**src/sv/char_lcd_i2c_expander_sequencer_top_assert.svh**
```systemverilog
// Assertion macros for the character LCD sequencer.
`ifndef CHAR_LCD_I2C_EXPANDER_SEQUENCER_TOP_ASSERT_SVH
`define CHAR_LCD_I2C_EXPANDER_SEQUENCER_TOP_ASSERT_SVH

// Checked on every rising clock edge outside reset.
`define LCDSEQ_ASSERT(lbl, prop, msg) \
  lbl: assert property (@(posedge clk_i) disable iff (!rst_ni) prop) else $error(msg);

// Checked on every rising clock edge, reset included.
`define LCDSEQ_ASSERT_ALWAYS(lbl, prop, msg) \
  lbl: assert property (@(posedge clk_i) prop) else $error(msg);

`endif

```
**src/sv/lcdseq_pkg.sv**
```systemverilog
`default_nettype none

package lcdseq_pkg;

  // Register indexes of the configuration port.
  localparam logic [1:0] RegDevAddr = 2'd0;
  localparam logic [1:0] RegMaxRows = 2'd1;
  localparam logic [1:0] RegMaxCols = 2'd2;

  // Reset values of the configuration registers.
  localparam logic [6:0] DevAddrReset = 7'd39;
  localparam logic [2:0] MaxRowsReset = 3'd2;
  localparam logic [5:0] MaxColsReset = 6'd16;

  // Opcodes of an input item.
  localparam logic [2:0] OpInit     = 3'd0;
  localparam logic [2:0] OpCommand  = 3'd1;
  localparam logic [2:0] OpChar     = 3'd2;
  localparam logic [2:0] OpClear    = 3'd3;
  localparam logic [2:0] OpHome     = 3'd4;
  localparam logic [2:0] OpCursor   = 3'd5;
  localparam logic [2:0] OpNextLine = 3'd6;
  localparam logic [2:0] OpRightAln = 3'd7;

  // LCD commands and DDRAM row offsets.
  localparam logic [7:0] CmdClear   = 8'h01;
  localparam logic [7:0] CmdHome    = 8'h02;
  localparam logic [7:0] CmdSetDdr  = 8'h80;
  localparam logic [6:0] RowOffset0 = 7'h00;
  localparam logic [6:0] RowOffset1 = 7'h40;
  localparam logic [6:0] RowOffset2 = 7'h14;
  localparam logic [6:0] RowOffset3 = 7'h54;

  // Base waits of the three bytes of one nibble, in microseconds.
  localparam logic [13:0] WaitSetup  = 14'd0;
  localparam logic [13:0] WaitPulse  = 14'd1;
  localparam logic [13:0] WaitSettle = 14'd500;

  // Microcode entry points.
  localparam logic [3:0] EntryInit    = 4'd0;
  localparam logic [3:0] EntryOperand = 4'd12;

  // Where a step takes its nibble from.
  typedef enum logic [1:0] {
    SRC_CONST = 2'b01,
    SRC_OPHI  = 2'b10,
    SRC_OPLO  = 2'b11
  } nib_src_e;

  // Extra wait added to the final byte of a nibble.
  typedef enum logic [2:0] {
    WX_NONE  = 3'd0,
    WX_10000 = 3'd1,
    WX_200   = 3'd2,
    WX_80    = 3'd3,
    WX_2000  = 3'd4,
    WX_OPER  = 3'd5
  } wait_x_e;

  // One control word: a nibble to send, its extra wait, end of program.
  typedef struct packed {
    nib_src_e   src;
    logic [3:0] nib;
    wait_x_e    wx;
    logic       fin;
  } uword_t;

  // Microcode: init program at step 0, operand byte program at step 12.
  function automatic uword_t ucode(input logic [3:0] step);
    uword_t w;
    case (step)
      4'd0:    w = '{SRC_CONST, 4'h3, WX_10000, 1'b0};
      4'd1:    w = '{SRC_CONST, 4'h3, WX_200,   1'b0};
      4'd2:    w = '{SRC_CONST, 4'h3, WX_NONE,  1'b0};
      4'd3:    w = '{SRC_CONST, 4'h2, WX_80,    1'b0};
      4'd4:    w = '{SRC_CONST, 4'h2, WX_NONE,  1'b0};
      4'd5:    w = '{SRC_CONST, 4'h8, WX_80,    1'b0};
      4'd6:    w = '{SRC_CONST, 4'h0, WX_NONE,  1'b0};
      4'd7:    w = '{SRC_CONST, 4'h1, WX_2000,  1'b0};
      4'd8:    w = '{SRC_CONST, 4'h0, WX_NONE,  1'b0};
      4'd9:    w = '{SRC_CONST, 4'h6, WX_80,    1'b0};
      4'd10:   w = '{SRC_CONST, 4'h0, WX_NONE,  1'b0};
      4'd11:   w = '{SRC_CONST, 4'hC, WX_NONE,  1'b1};
      4'd12:   w = '{SRC_OPHI,  4'h0, WX_NONE,  1'b0};
      4'd13:   w = '{SRC_OPLO,  4'h0, WX_OPER,  1'b1};
      default: w = '{SRC_CONST, 4'h0, WX_NONE,  1'b1};
    endcase
    return w;
  endfunction

  // Extra wait in microseconds; the operand program waits long for clear and home.
  function automatic logic [13:0] extra_wait(input wait_x_e wx, input logic long_wait);
    logic [13:0] v;
    case (wx)
      WX_10000: v = 14'd10000;
      WX_200:   v = 14'd200;
      WX_80:    v = 14'd80;
      WX_2000:  v = 14'd2000;
      WX_OPER:  v = long_wait ? 14'd2000 : 14'd0;
      default:  v = 14'd0;
    endcase
    return v;
  endfunction

  // DDRAM row offset of a display row.
  function automatic logic [6:0] row_offset(input logic [1:0] r);
    logic [6:0] v;
    case (r)
      2'd0:    v = RowOffset0;
      2'd1:    v = RowOffset1;
      2'd2:    v = RowOffset2;
      default: v = RowOffset3;
    endcase
    return v;
  endfunction

endpackage

`default_nettype wire

```
**src/sv/char_lcd_i2c_expander_sequencer_top.sv**
```systemverilog
// Character LCD sequencer for a 4-bit mode LCD controller behind an I2C port expander.
//
// Input: an item is taken at a rising edge with start_i high and busy_o low.
// Its opcode expands into expander bytes, each shown on the result ports for
// exactly one cycle with strobe_o high; last_o marks the final byte of the item.
// The receiver cannot stall, so bytes leave one per cycle without gaps.
// The item is registered into the sequencer state, and each of its bytes is then
// registered into the result register before it is shown on the ports.
// Each item yields six bytes (init yields 36), set by the microcode sequencer, which
// walks each nibble step through its setup, enable-high and enable-low bytes.
// busy_o drops in the cycle that produces the final byte, so the next item
// can be taken at that edge and its bytes follow directly.
// Configuration: cfg_we_i writes register cfg_index_i (0 device address, 1 max rows,
// 2 max columns); other indexes are ignored. Write only while the block is idle;
// the block itself does not enforce it. Reset: the sequencer goes idle, no result is
// pending, and the registers return to address 39, 2 rows and 16 columns.
`default_nettype none

module char_lcd_i2c_expander_sequencer_top (
  input  wire         clk_i,
  input  wire         rst_ni,
  input  wire         start_i,
  output logic        busy_o,
  input  wire  [2:0]  opcode_i,
  input  wire  [7:0]  data_byte_i,
  input  wire  [2:0]  row_i,
  input  wire  [5:0]  column_i,
  input  wire  [7:0]  text_length_i,
  input  wire         cfg_we_i,
  input  wire  [1:0]  cfg_index_i,
  input  wire  [6:0]  cfg_data_i,
  output logic        strobe_o,
  output logic [7:0]  address_byte_o,
  output logic [7:0]  expander_byte_o,
  output logic [13:0] wait_after_us_o,
  output logic        row_clamped_o,
  output logic        column_saturated_o,
  output logic        last_o
);

  // Configuration registers.
  logic [6:0] dev_addr_q;
  logic [2:0] max_rows_q;
  logic [5:0] max_cols_q;

  always_ff @(posedge clk_i or negedge rst_ni) begin
    if (!rst_ni) begin
      dev_addr_q <= lcdseq_pkg::DevAddrReset;
      max_rows_q <= lcdseq_pkg::MaxRowsReset;
      max_cols_q <= lcdseq_pkg::MaxColsReset;
    end else if (cfg_we_i) begin
      case (cfg_index_i)
        lcdseq_pkg::RegDevAddr: dev_addr_q <= cfg_data_i;
        lcdseq_pkg::RegMaxRows: max_rows_q <= cfg_data_i[2:0];
        lcdseq_pkg::RegMaxCols: max_cols_q <= cfg_data_i[5:0];
        default: ;
      endcase
    end
  end

  // Sequencer state.
  logic       busy_q;
  logic [3:0] step_q, step_d;
  logic [1:0] phase_q, phase_d;
  logic       accept;
  logic       fin;

  // Item operand, latched at accept.
  logic [7:0] oper_q, oper_d;
  logic       rs_q, rs_d;
  logic       long_q, long_d;
  logic       rflag_q, rflag_d;
  logic       cflag_q, cflag_d;

  // Cursor address: clamp the row, derive the column, add the row offset.
  logic [1:0] row_lim;
  logic [2:0] row_req;
  logic [1:0] row_use;
  logic       row_over;
  logic [5:0] col_use;
  logic       col_neg;
  logic [6:0] ddr_addr;

  always_comb begin
    if (max_rows_q == 3'd0) begin
      row_lim = 2'd0;
    end else if (max_rows_q > 3'd4) begin
      row_lim = 2'd3;
    end else begin
      row_lim = 2'(max_rows_q - 3'd1);
    end
    row_req = (opcode_i == lcdseq_pkg::OpNextLine) ? 3'd1 : row_i;
    row_over = row_req > {1'b0, row_lim};
    row_use = row_over ? row_lim : row_req[1:0];
    col_neg = text_length_i > {2'b00, max_cols_q};
    case (opcode_i)
      lcdseq_pkg::OpCursor:   col_use = column_i;
      lcdseq_pkg::OpRightAln: col_use = col_neg ? 6'd0 : (max_cols_q - text_length_i[5:0]);
      default:                col_use = 6'd0;
    endcase
    ddr_addr = {1'b0, col_use} + lcdseq_pkg::row_offset(row_use);
  end

  // Operand byte and flags for the item's program.
  always_comb begin
    oper_d  = lcdseq_pkg::CmdSetDdr | {1'b0, ddr_addr};
    rs_d    = 1'b0;
    long_d  = 1'b0;
    rflag_d = 1'b0;
    cflag_d = 1'b0;
    case (opcode_i)
      lcdseq_pkg::OpInit: ;
      lcdseq_pkg::OpCommand: oper_d = data_byte_i;
      lcdseq_pkg::OpChar: begin
        oper_d = data_byte_i;
        rs_d   = 1'b1;
      end
      lcdseq_pkg::OpClear: begin
        oper_d = lcdseq_pkg::CmdClear;
        long_d = 1'b1;
      end
      lcdseq_pkg::OpHome: begin
        oper_d = lcdseq_pkg::CmdHome;
        long_d = 1'b1;
      end
      lcdseq_pkg::OpCursor, lcdseq_pkg::OpNextLine: rflag_d = row_over;
      lcdseq_pkg::OpRightAln: begin
        rflag_d = row_over;
        cflag_d = col_neg;
      end
      default: ;
    endcase
  end

  // Current control word and the byte it produces in this phase.
  lcdseq_pkg::uword_t uw;
  logic [3:0]  nib;
  logic        en_bit;
  logic [13:0] wait_val;

  always_comb begin
    uw = lcdseq_pkg::ucode(step_q);
    case (uw.src)
      lcdseq_pkg::SRC_OPHI: nib = oper_q[7:4];
      lcdseq_pkg::SRC_OPLO: nib = oper_q[3:0];
      default:              nib = uw.nib;
    endcase
    case (phase_q)
      2'd0: begin
        en_bit   = 1'b0;
        wait_val = lcdseq_pkg::WaitSetup;
      end
      2'd1: begin
        en_bit   = 1'b1;
        wait_val = lcdseq_pkg::WaitPulse;
      end
      default: begin
        en_bit   = 1'b0;
        wait_val = lcdseq_pkg::WaitSettle + lcdseq_pkg::extra_wait(uw.wx, long_q);
      end
    endcase
  end

  // Step counter: three phases per step, stop after the final step.
  assign fin    = busy_q && uw.fin && (phase_q == 2'd2);
  assign busy_o = busy_q && !fin;
  assign accept = start_i && !busy_o;

  always_comb begin
    step_d  = step_q;
    phase_d = phase_q;
    if (accept) begin
      step_d  = (opcode_i == lcdseq_pkg::OpInit) ? lcdseq_pkg::EntryInit
                                                 : lcdseq_pkg::EntryOperand;
      phase_d = 2'd0;
    end else if (busy_q) begin
      if (phase_q == 2'd2) begin
        phase_d = 2'd0;
        step_d  = step_q + 4'd1;
      end else begin
        phase_d = phase_q + 2'd1;
      end
    end
  end

  always_ff @(posedge clk_i or negedge rst_ni) begin
    if (!rst_ni) begin
      busy_q  <= 1'b0;
      step_q  <= lcdseq_pkg::EntryInit;
      phase_q <= 2'd0;
    end else begin
      busy_q  <= accept || busy_o;
      step_q  <= step_d;
      phase_q <= phase_d;
    end
  end

  always_ff @(posedge clk_i) begin
    if (accept) begin
      oper_q  <= oper_d;
      rs_q    <= rs_d;
      long_q  <= long_d;
      rflag_q <= rflag_d;
      cflag_q <= cflag_d;
    end
  end

  // Result register: one expander byte per busy cycle.
  logic strobe_q;

  always_ff @(posedge clk_i or negedge rst_ni) begin
    if (!rst_ni) begin
      strobe_q <= 1'b0;
    end else begin
      strobe_q <= busy_q;
    end
  end

  always_ff @(posedge clk_i) begin
    if (busy_q) begin
      address_byte_o     <= {dev_addr_q, 1'b0};
      expander_byte_o    <= {nib, 1'b1, en_bit, 1'b0, rs_q};
      wait_after_us_o    <= wait_val;
      row_clamped_o      <= rflag_q;
      column_saturated_o <= cflag_q;
      last_o             <= fin;
    end
  end

  assign strobe_o = strobe_q;

  // Protocol checks; mid_item marks a strobed byte that is not the last of its item.
  logic       mid_item;
  logic [1:0] item_flags;

  assign mid_item   = strobe_q && !last_o;
  assign item_flags = {row_clamped_o, column_saturated_o};

  `include "char_lcd_i2c_expander_sequencer_top_assert.svh"

  `LCDSEQ_ASSERT(a_phase_range, busy_q |-> (phase_q != 2'd3), "step phase out of range")
  `LCDSEQ_ASSERT(a_bytes_contiguous, mid_item |=> strobe_q, "gap inside an item")
  `LCDSEQ_ASSERT(a_flags_stable, mid_item |=> $stable(item_flags), "flags changed inside an item")
  `LCDSEQ_ASSERT_ALWAYS(a_no_strobe_in_reset, !rst_ni |-> !strobe_o, "strobe during reset")

endmodule

`default_nettype wire

```
**config.mk**
```make
export PLATFORM = sky130hd
export DESIGN_NAME = char_lcd_i2c_expander_sequencer_top
export DESIGN_NICKNAME = d
export VERILOG_FILES = /design/src/sv/lcdseq_pkg.sv /design/src/sv/char_lcd_i2c_expander_sequencer_top.sv
export VERILOG_INCLUDE_DIRS = /design/src /design/src/sv
export SDC_FILE = /design/constraint.sdc
export NUM_CORES = 1
export LEC_CHECK = 0
export BUFFER_PORTS_ARGS = -buffer_cell sky130_fd_sc_hd__buf_2
export CAP_MARGIN = 20
export CORE_MARGIN = 2
export CORE_UTILIZATION = 55
export DETAILED_ROUTE_END_ITERATION = 8
export PLACE_DENSITY_LB_ADDON = 0.05
export SLEW_MARGIN = 20
export SYNTH_ARGS = -nofsm -noshare
export SYNTH_HDL_FRONTEND = slang
export SYNTH_SLANG_ARGS = --single-unit
```
**constraint.sdc**
```tcl
create_clock -name clk_i -period 4.6 [get_ports clk_i]
set_input_delay 0.92 -clock clk_i [delete_from_list [all_inputs] [get_ports clk_i]]
set_output_delay 0.92 -clock clk_i [all_outputs]
set_load 0.005 [all_outputs]
```
==> results of run 1 <==
cell usage after synthesis, types with 3 or more instances:
cell | count | area share
mux2i_1 | 7 | 0.019
nor2_1 | 26 | 0.026
edfxtp_1 | 38 | 0.31
o21ai_0 | 6 | 0.0081
a221o_1 | 5 | 0.014
dfrtp_1 | 18 | 0.12
ha_1 | 24 | 0.081
nand3_1 | 6 | 0.0081
nor3_1 | 8 | 0.011
a22o_1 | 7 | 0.017
xor2_1 | 3 | 0.0071
a21oi_1 | 16 | 0.022
inv_1 | 27 | 0.027
nor2b_1 | 7 | 0.012
nand2b_1 | 6 | 0.010
a21o_1 | 4 | 0.0081
o211ai_1 | 3 | 0.0061
dfstp_2 | 6 | 0.043
mux2_2 | 16 | 0.049
nand3b_1 | 5 | 0.010
o22ai_1 | 4 | 0.0068
o21bai_1 | 3 | 0.0061
a211oi_1 | 3 | 0.0061
buf_4 | 8 | 0.016
nor3b_1 | 3 | 0.0061
xnor2_1 | 3 | 0.0071
nand2_1 | 23 | 0.023
clkbuf_1 | 8 | 0.0081
and2_1 | 3 | 0.0051
area by class of cell:
cell class / instances / area share
inverters: 27 / 0.0239
flip-flops and latches: 62 / 0.412
well taps: 77 / 0.0227
clock inverters: 6 / 0.00942
repair buffers: 71 / 0.0848
clock buffers: 10 / 0.0350
multi-input cells: 234 / 0.413
power breakdown:
group / switching, mW / leakage (nW) / internal [mW]
Sequential: 0.106 / 0.673 / 0.793
Clock: 0.227 / 0.103 / 0.231
Combinational: 0.430 / 1.17 / 0.348
routing by layer:
| metal | vias up | part of all wire | track usage |
|---|---|---|---|
| li1 | 1342 | - | - |
| met5 | - | 0 | 0 |
| met3 | 14 | 0.056 | 0.0654 |
| met2 | 78 | 0.49 | 0.331 |
| met1 | 1252 | 0.44 | 0.265 |
| met4 | 0 | 0.015 | 0.0707 |
cell families after synthesis:
kind of cell | synth area share
other cells | 0.00203
flops | 0.472
fa+ha+maj | 0.0918
simple gates | 0.141
xor+xnor | 0.0142
buf+inv | 0.0591
mux | 0.0675
compound gates | 0.153
path summary, 6_finish.rpt:
path,from,end,slack (ns),cells after the start
max,opcode_i[1],oper_q[5]$_DFFE_PP_,0.68,16
max reg2reg,max_rows_q[1]$_DFFE_PN1P_,oper_q[5]$_DFFE_PP_,0.87,16
min in group asynchronous,rst_ni,phase_q[0]$_DFFE_PN0P_,0.56,1
min,rs_q$_DFFE_PP_,expander_byte_o[0]$_DFFE_PP_,0.42,0
min reg2reg,rs_q$_DFFE_PP_,expander_byte_o[0]$_DFFE_PP_,0.42,0
max in group asynchronous,rst_ni,max_rows_q[1]$_DFFE_PN1P_,3.67,1
through the flow:
| step | util | cell area [µm²] | cells |
|---|---|---|---|
| 2_1_floorplan | - | 3720 | 342 |
| 3_3_place_gp | 0.632 | 4060 | 471 |
| 3_5_place_dp | 0.632 | 4060 | 471 |
| 4_1_cts | 0.662 | 4250 | 487 |
| 5_1_grt | 0.662 | 4250 | 487 |
| 6_report | 0.662 | 4250 | 487 |
sequential cells by signal, indices dropped and copies added, names as in the netlist:
register and flops:
phase_q 2, row_clamped_o 1, busy_q 1, strobe_o 1, max_cols_q 6, step_q 4, cflag_q 1, oper_q 8
rs_q 1, dev_addr_q 7, last_o 1, expander_byte_o 6, wait_after_us_o 10, max_rows_q 3, address_byte_o 7, rflag_q 1
long_q 1, column_saturated_o 1
==> impl_metrics.tcl, run 1 <==
set metrics [dict create \
    final_common_cell "buf_2" \
    leakagePower_nw 1.94 \
    grt_max_degree 33 \
    insertion_delay_ns 0.34 \
    fillCellCount 514 \
    cts_sinks 62 \
    period_minus_slack_ns 3.92 \
    critical-path-top-delay-family "compound AO/OA/AOI/OAI gates" \
    row_count 29 \
    fin_crit_sh 0.852 \
    hold_ws_ns 0.423 \
    die_x_um 86.1 \
    cts_max_path_buffers 2 \
    cts_tree "done" \
    ios 76 \
    ys_seq_area_frac 0.472 \
    arrival_ns 4.01 \
    cts_root_buf "clkbuf_8" \
    crit_buf_inv 1 \
    via_count 2686 \
    routabilityCongestion 0.878 \
    antennaDiodeCount 0 \
    htreeDepth 3 \
    power_density_nw_per_um2 503 \
    ir_worst_vdd_uv 327 \
    critPathCaptureType "flip-flop" \
    layout_setup_ws_ns 0.682 \
    cts_buffers 9 \
    maxSlewViolCount 0 \
    clock_skew_ns 0.00976 \
    nNetsFinal 471 \
    cts.hold.buffers_added 0 \
    ys_ff_latch 62 \
    status "finished clean" \
    grt_pass1_wl_um 12000 \
    totalWireLength_um 7130 \
    worstPathCellList "buf_2 > and2_4 > and2_4 > nor2b_1 > ha_1 > nor2b_1 > a2bb2oi_1 > nor2_1 > a21oi_1 > o22ai_1 > ha_1 > nand3_1 > o21ai_1 > a221o_1 > a41oi_2 > nand3_1" \
    dieArea_um2 7410 \
    routedWlPerCell_um 14.6 \
    cp_max_fo 16 \
    grt_pass1_vias 2634 \
    synthCells 338 \
    drv_cap 0 \
    layout-drive-gt1-share 0.298 \
    vias_per_cell 5.52 \
    setup_viol 0 \
    ys_types 64 \
    worstMarginPinSlew_ns 0.730 \
    power_mw 2.14 \
    rsz0062_at_grt "false" \
    critPathLaunchType "input port" \
    antenna_found_initial 0 \
    hold_viol_final 0 \
    dp_hpwl_um 5310 \
    cp.required_ns 4.69 \
    drt-pass1-iter-count 4 \
    placeableCoreArea_um2 6420 \
    synth_warnings 0 \
    post_cts_buffers 0 \
    synth_edf_count 38 \
    syn-cell-area_um2 3710 \
    cp_slowest_cell "ha_1" \
    port_buffers 69 \
    gr-total-overflow 0 \
    crit_type "input port to flip-flop" \
    dieHeight_um 86.1 \
    synth_area_per_cell_um2 11.0 \
    synth-main-ff-cell "edfxtp_1" \
    critPathMaxStageDelay_ns 0.38 \
    hp-class "flip-flop to flip-flop" \
    cts_resized 0 \
    remaining_drc_errors 0 \
    syn2layout_area_growth_pct 14.7 \
    cts.clk_slew.worst_paths_ns 0.08 \
    drt_iter0_drc 191 \
    track_usage 0.207 \
    fmax_ghz 0.255 \
    ant_nets 0 \
    mostFrequentLayoutCells "buf_2 (69), edfxtp_1 (38), inv_1 (27)" \
    synthArstFlopShare 0.387 \
    multiInputGateArea_um2 1750 \
    slew_headroom 0.513 \
    tns_ns 0 \
    start_util 0.577 \
    seq_area_um2 1750 \
    place_ws_ns 0.364 \
]
(Power assumes the default switching activity.)
==> inputs of run 2 (changes only) <==
--- a/config.mk
+++ b/config.mk
@@ -8,10 +8,10 @@
 export LEC_CHECK = 0
 export BUFFER_PORTS_ARGS = -buffer_cell sky130_fd_sc_hd__buf_2
 export CAP_MARGIN = 20
-export CORE_MARGIN = 2
 export CORE_UTILIZATION = 55
 export DETAILED_ROUTE_END_ITERATION = 8
 export PLACE_DENSITY_LB_ADDON = 0.05
+export SKIP_CTS_REPAIR_TIMING = 1
 export SLEW_MARGIN = 20
 export SYNTH_ARGS = -nofsm -noshare
 export SYNTH_HDL_FRONTEND = slang
==> run 2 against run 1 <==
Net effect: register-to-register slack is essentially flat; sequential cell count is the same; via count grew 1.5%; clock skew grew 0.00052 ns; sequential power grew 0.4%; highest routed layer unchanged; the run now ends with DRC left; clock-buffer cell count shrank 1; sequential share of layout area grew 0.16 points; fmax shrank 0.58%; setup slack lost 0.023 ns; hold slack lost 0.0045 ns; final area shrank 0.38%.
==> impl_metrics.tcl, run 2 (synthesis results as in run 1) <==
set metrics [dict create \
    drt_iter0_drc 144 \
    drv_cap 0 \
    grt_pass1_vias 2586 \
    ir_worst_vdd_uv 292 \
    totalWireLength_um 7040 \
    fin_crit_sh 0.857 \
    port_buffers 69 \
    htreeDepth 3 \
    dp_hpwl_um 5300 \
    routedWlPerCell_um 14.5 \
    crit_type "input port to flip-flop" \
    die_x_um 84.1 \
    cp_max_fo 16 \
    antenna_found_initial 0 \
    arrival_ns 4.02 \
    antennaDiodeCount 0 \
    ios 76 \
    critPathLaunchType "input port" \
    gr-usage-met3 0.0475 \
    layout-drive-gt1-share 0.298 \
    met1_usage 0.268 \
    hp-class "flip-flop to flip-flop" \
    maxSlewViolCount 0 \
    start_util 0.577 \
    cts_max_path_buffers 2 \
    hold_ws_ns 0.418 \
    drt-pass1-iter-count 6 \
    cp.required_ns 4.67 \
    gr-total-overflow 0 \
    vias_per_cell 5.60 \
    via_count 2727 \
    track_usage 0.214 \
    cts.clk_slew.worst_paths_ns 0.07 \
    top_regs "wait_after_us_o (10), oper_q (8)" \
    cts_buffers 9 \
    syn2layout_area_growth_pct 14.2 \
    cts_sinks 62 \
    grt_pass1_wl_um 11800 \
    rsz0062_at_grt "false" \
    row_count 29 \
    final_core_util 0.659 \
    placeableCoreArea_um2 6420 \
    critPathCaptureType "flip-flop" \
    place_inst 471 \
    mostFrequentLayoutCells "buf_2 (69), edfxtp_1 (38), inv_1 (27)" \
    tns_ns 0 \
    grt_max_degree 32 \
    power_density_nw_per_um2 494 \
    leakagePower_nw 1.93 \
    dpl_cell_area_um2 4060 \
    stdcell_count 487 \
    clock_skew_ns 0.0103 \
    remaining_drc_errors 8 \
    ant_nets 0 \
    violations "DRC" \
    period_minus_slack_ns 3.94 \
    final_common_cell "buf_2" \
    slew_headroom 0.496 \
    cts_root_buf "clkbuf_8" \
    dieHeight_um 84.1 \
    insertion_delay_ns 0.33 \
    status "finished with violations" \
    routabilityCongestion 0.845 \
    cts_tree "done" \
    nNetsFinal 471 \
    largest-register "wait_after_us_o" \
    gr-max-usage-layer "met2" \
    fillCellCount 532 \
    setup_viol 0 \
    worstMarginPinSlew_ns 0.756 \
    stdcell_area_um2 4230 \
    dieArea_um2 7070 \
    grtUsageMet2 0.367 \
    hold_viol_final 0 \
    largest_register_ffs 10 \
    fmax_ghz 0.254 \
]
-- run 2: changes by cell type in the layout (fill, tap and decap cells not counted) --
cell | previous run | this run
clkinv_4 | 0 | 2
inv_4 | 2 | 0
inv_6 | 2 | 1
clkinvlp_4 | 0 | 1
clkinv_2 | 2 | 3
clkbuf_16 | 1 | 0
-- run 2: critical path, cell delays in order --
cell       delay (ns)
buf_2            0.26
and2_4           0.25
and2_4           0.17
nor2b_1          0.05
ha_1             0.29
nor2b_1          0.14
a2bb2oi_1        0.34
nor2_1           0.07
a21oi_1          0.15
o22ai_1          0.12
ha_1             0.38
a41o_1           0.26
a221o_1          0.32
a41oi_2          0.19
nand3_1          0.11
-- run 2: worst paths after layout --
kind,start,to,slack [ns],depth (start not counted)
worst max-delay path,opcode_i[1],oper_q[5]$_DFFE_PP_,0.66,15
worst min-delay path,cflag_q$_SDFFCE_PP0P_,column_saturated_o$_DFFE_PP_,0.42,0
worst max register to register,max_rows_q[1]$_DFFE_PN1P_,oper_q[5]$_DFFE_PP_,0.88,15
worst min register to register,cflag_q$_SDFFCE_PP0P_,column_saturated_o$_DFFE_PP_,0.42,0
max in group asynchronous,rst_ni,max_rows_q[1]$_DFFE_PN1P_,3.66,1
min in group asynchronous,rst_ni,dev_addr_q[3]$_DFFE_PN0P_,0.56,1
-- run 2: layer usage --
metal / vias up / share of wire / wire, µm
met3: 7 / 0.044 / 307
met5: - / 0 / 0
met4: 0 / 0.0092 / 65
li1: 1346 / - / -
met1: 1302 / 0.44 / 3100
met2: 72 / 0.51 / 3570
-- run 2: power breakdown --
group          internal [mW]  switching (mW)  leakage, nW
Combinational          0.349           0.426         1.17
Sequential             0.794           0.109        0.673
Clock                  0.196           0.217       0.0894
-- run 2: final cells by class --
cell class / instances / area, µm² / share of cell area
clock buffer: 9 / 124 / 0.0293
inverter: 27 / 101 / 0.0239
clock inverter: 7 / 48.8 / 0.0115
sequential: 62 / 1750 / 0.413
timing repair buffer: 71 / 360 / 0.0851
multi-input combinational: 234 / 1750 / 0.414
tap: 77 / 96.3 / 0.0228
-- run 2: per-stage QoR --
step                total power [mW]  setup WS (ns)
finish                          2.09          0.659
CTS                             2.11          0.700
global route                    2.25          0.449
global placement                1.66          0.449
floorplan                       1.46          0.791
detailed placement              1.69          0.338
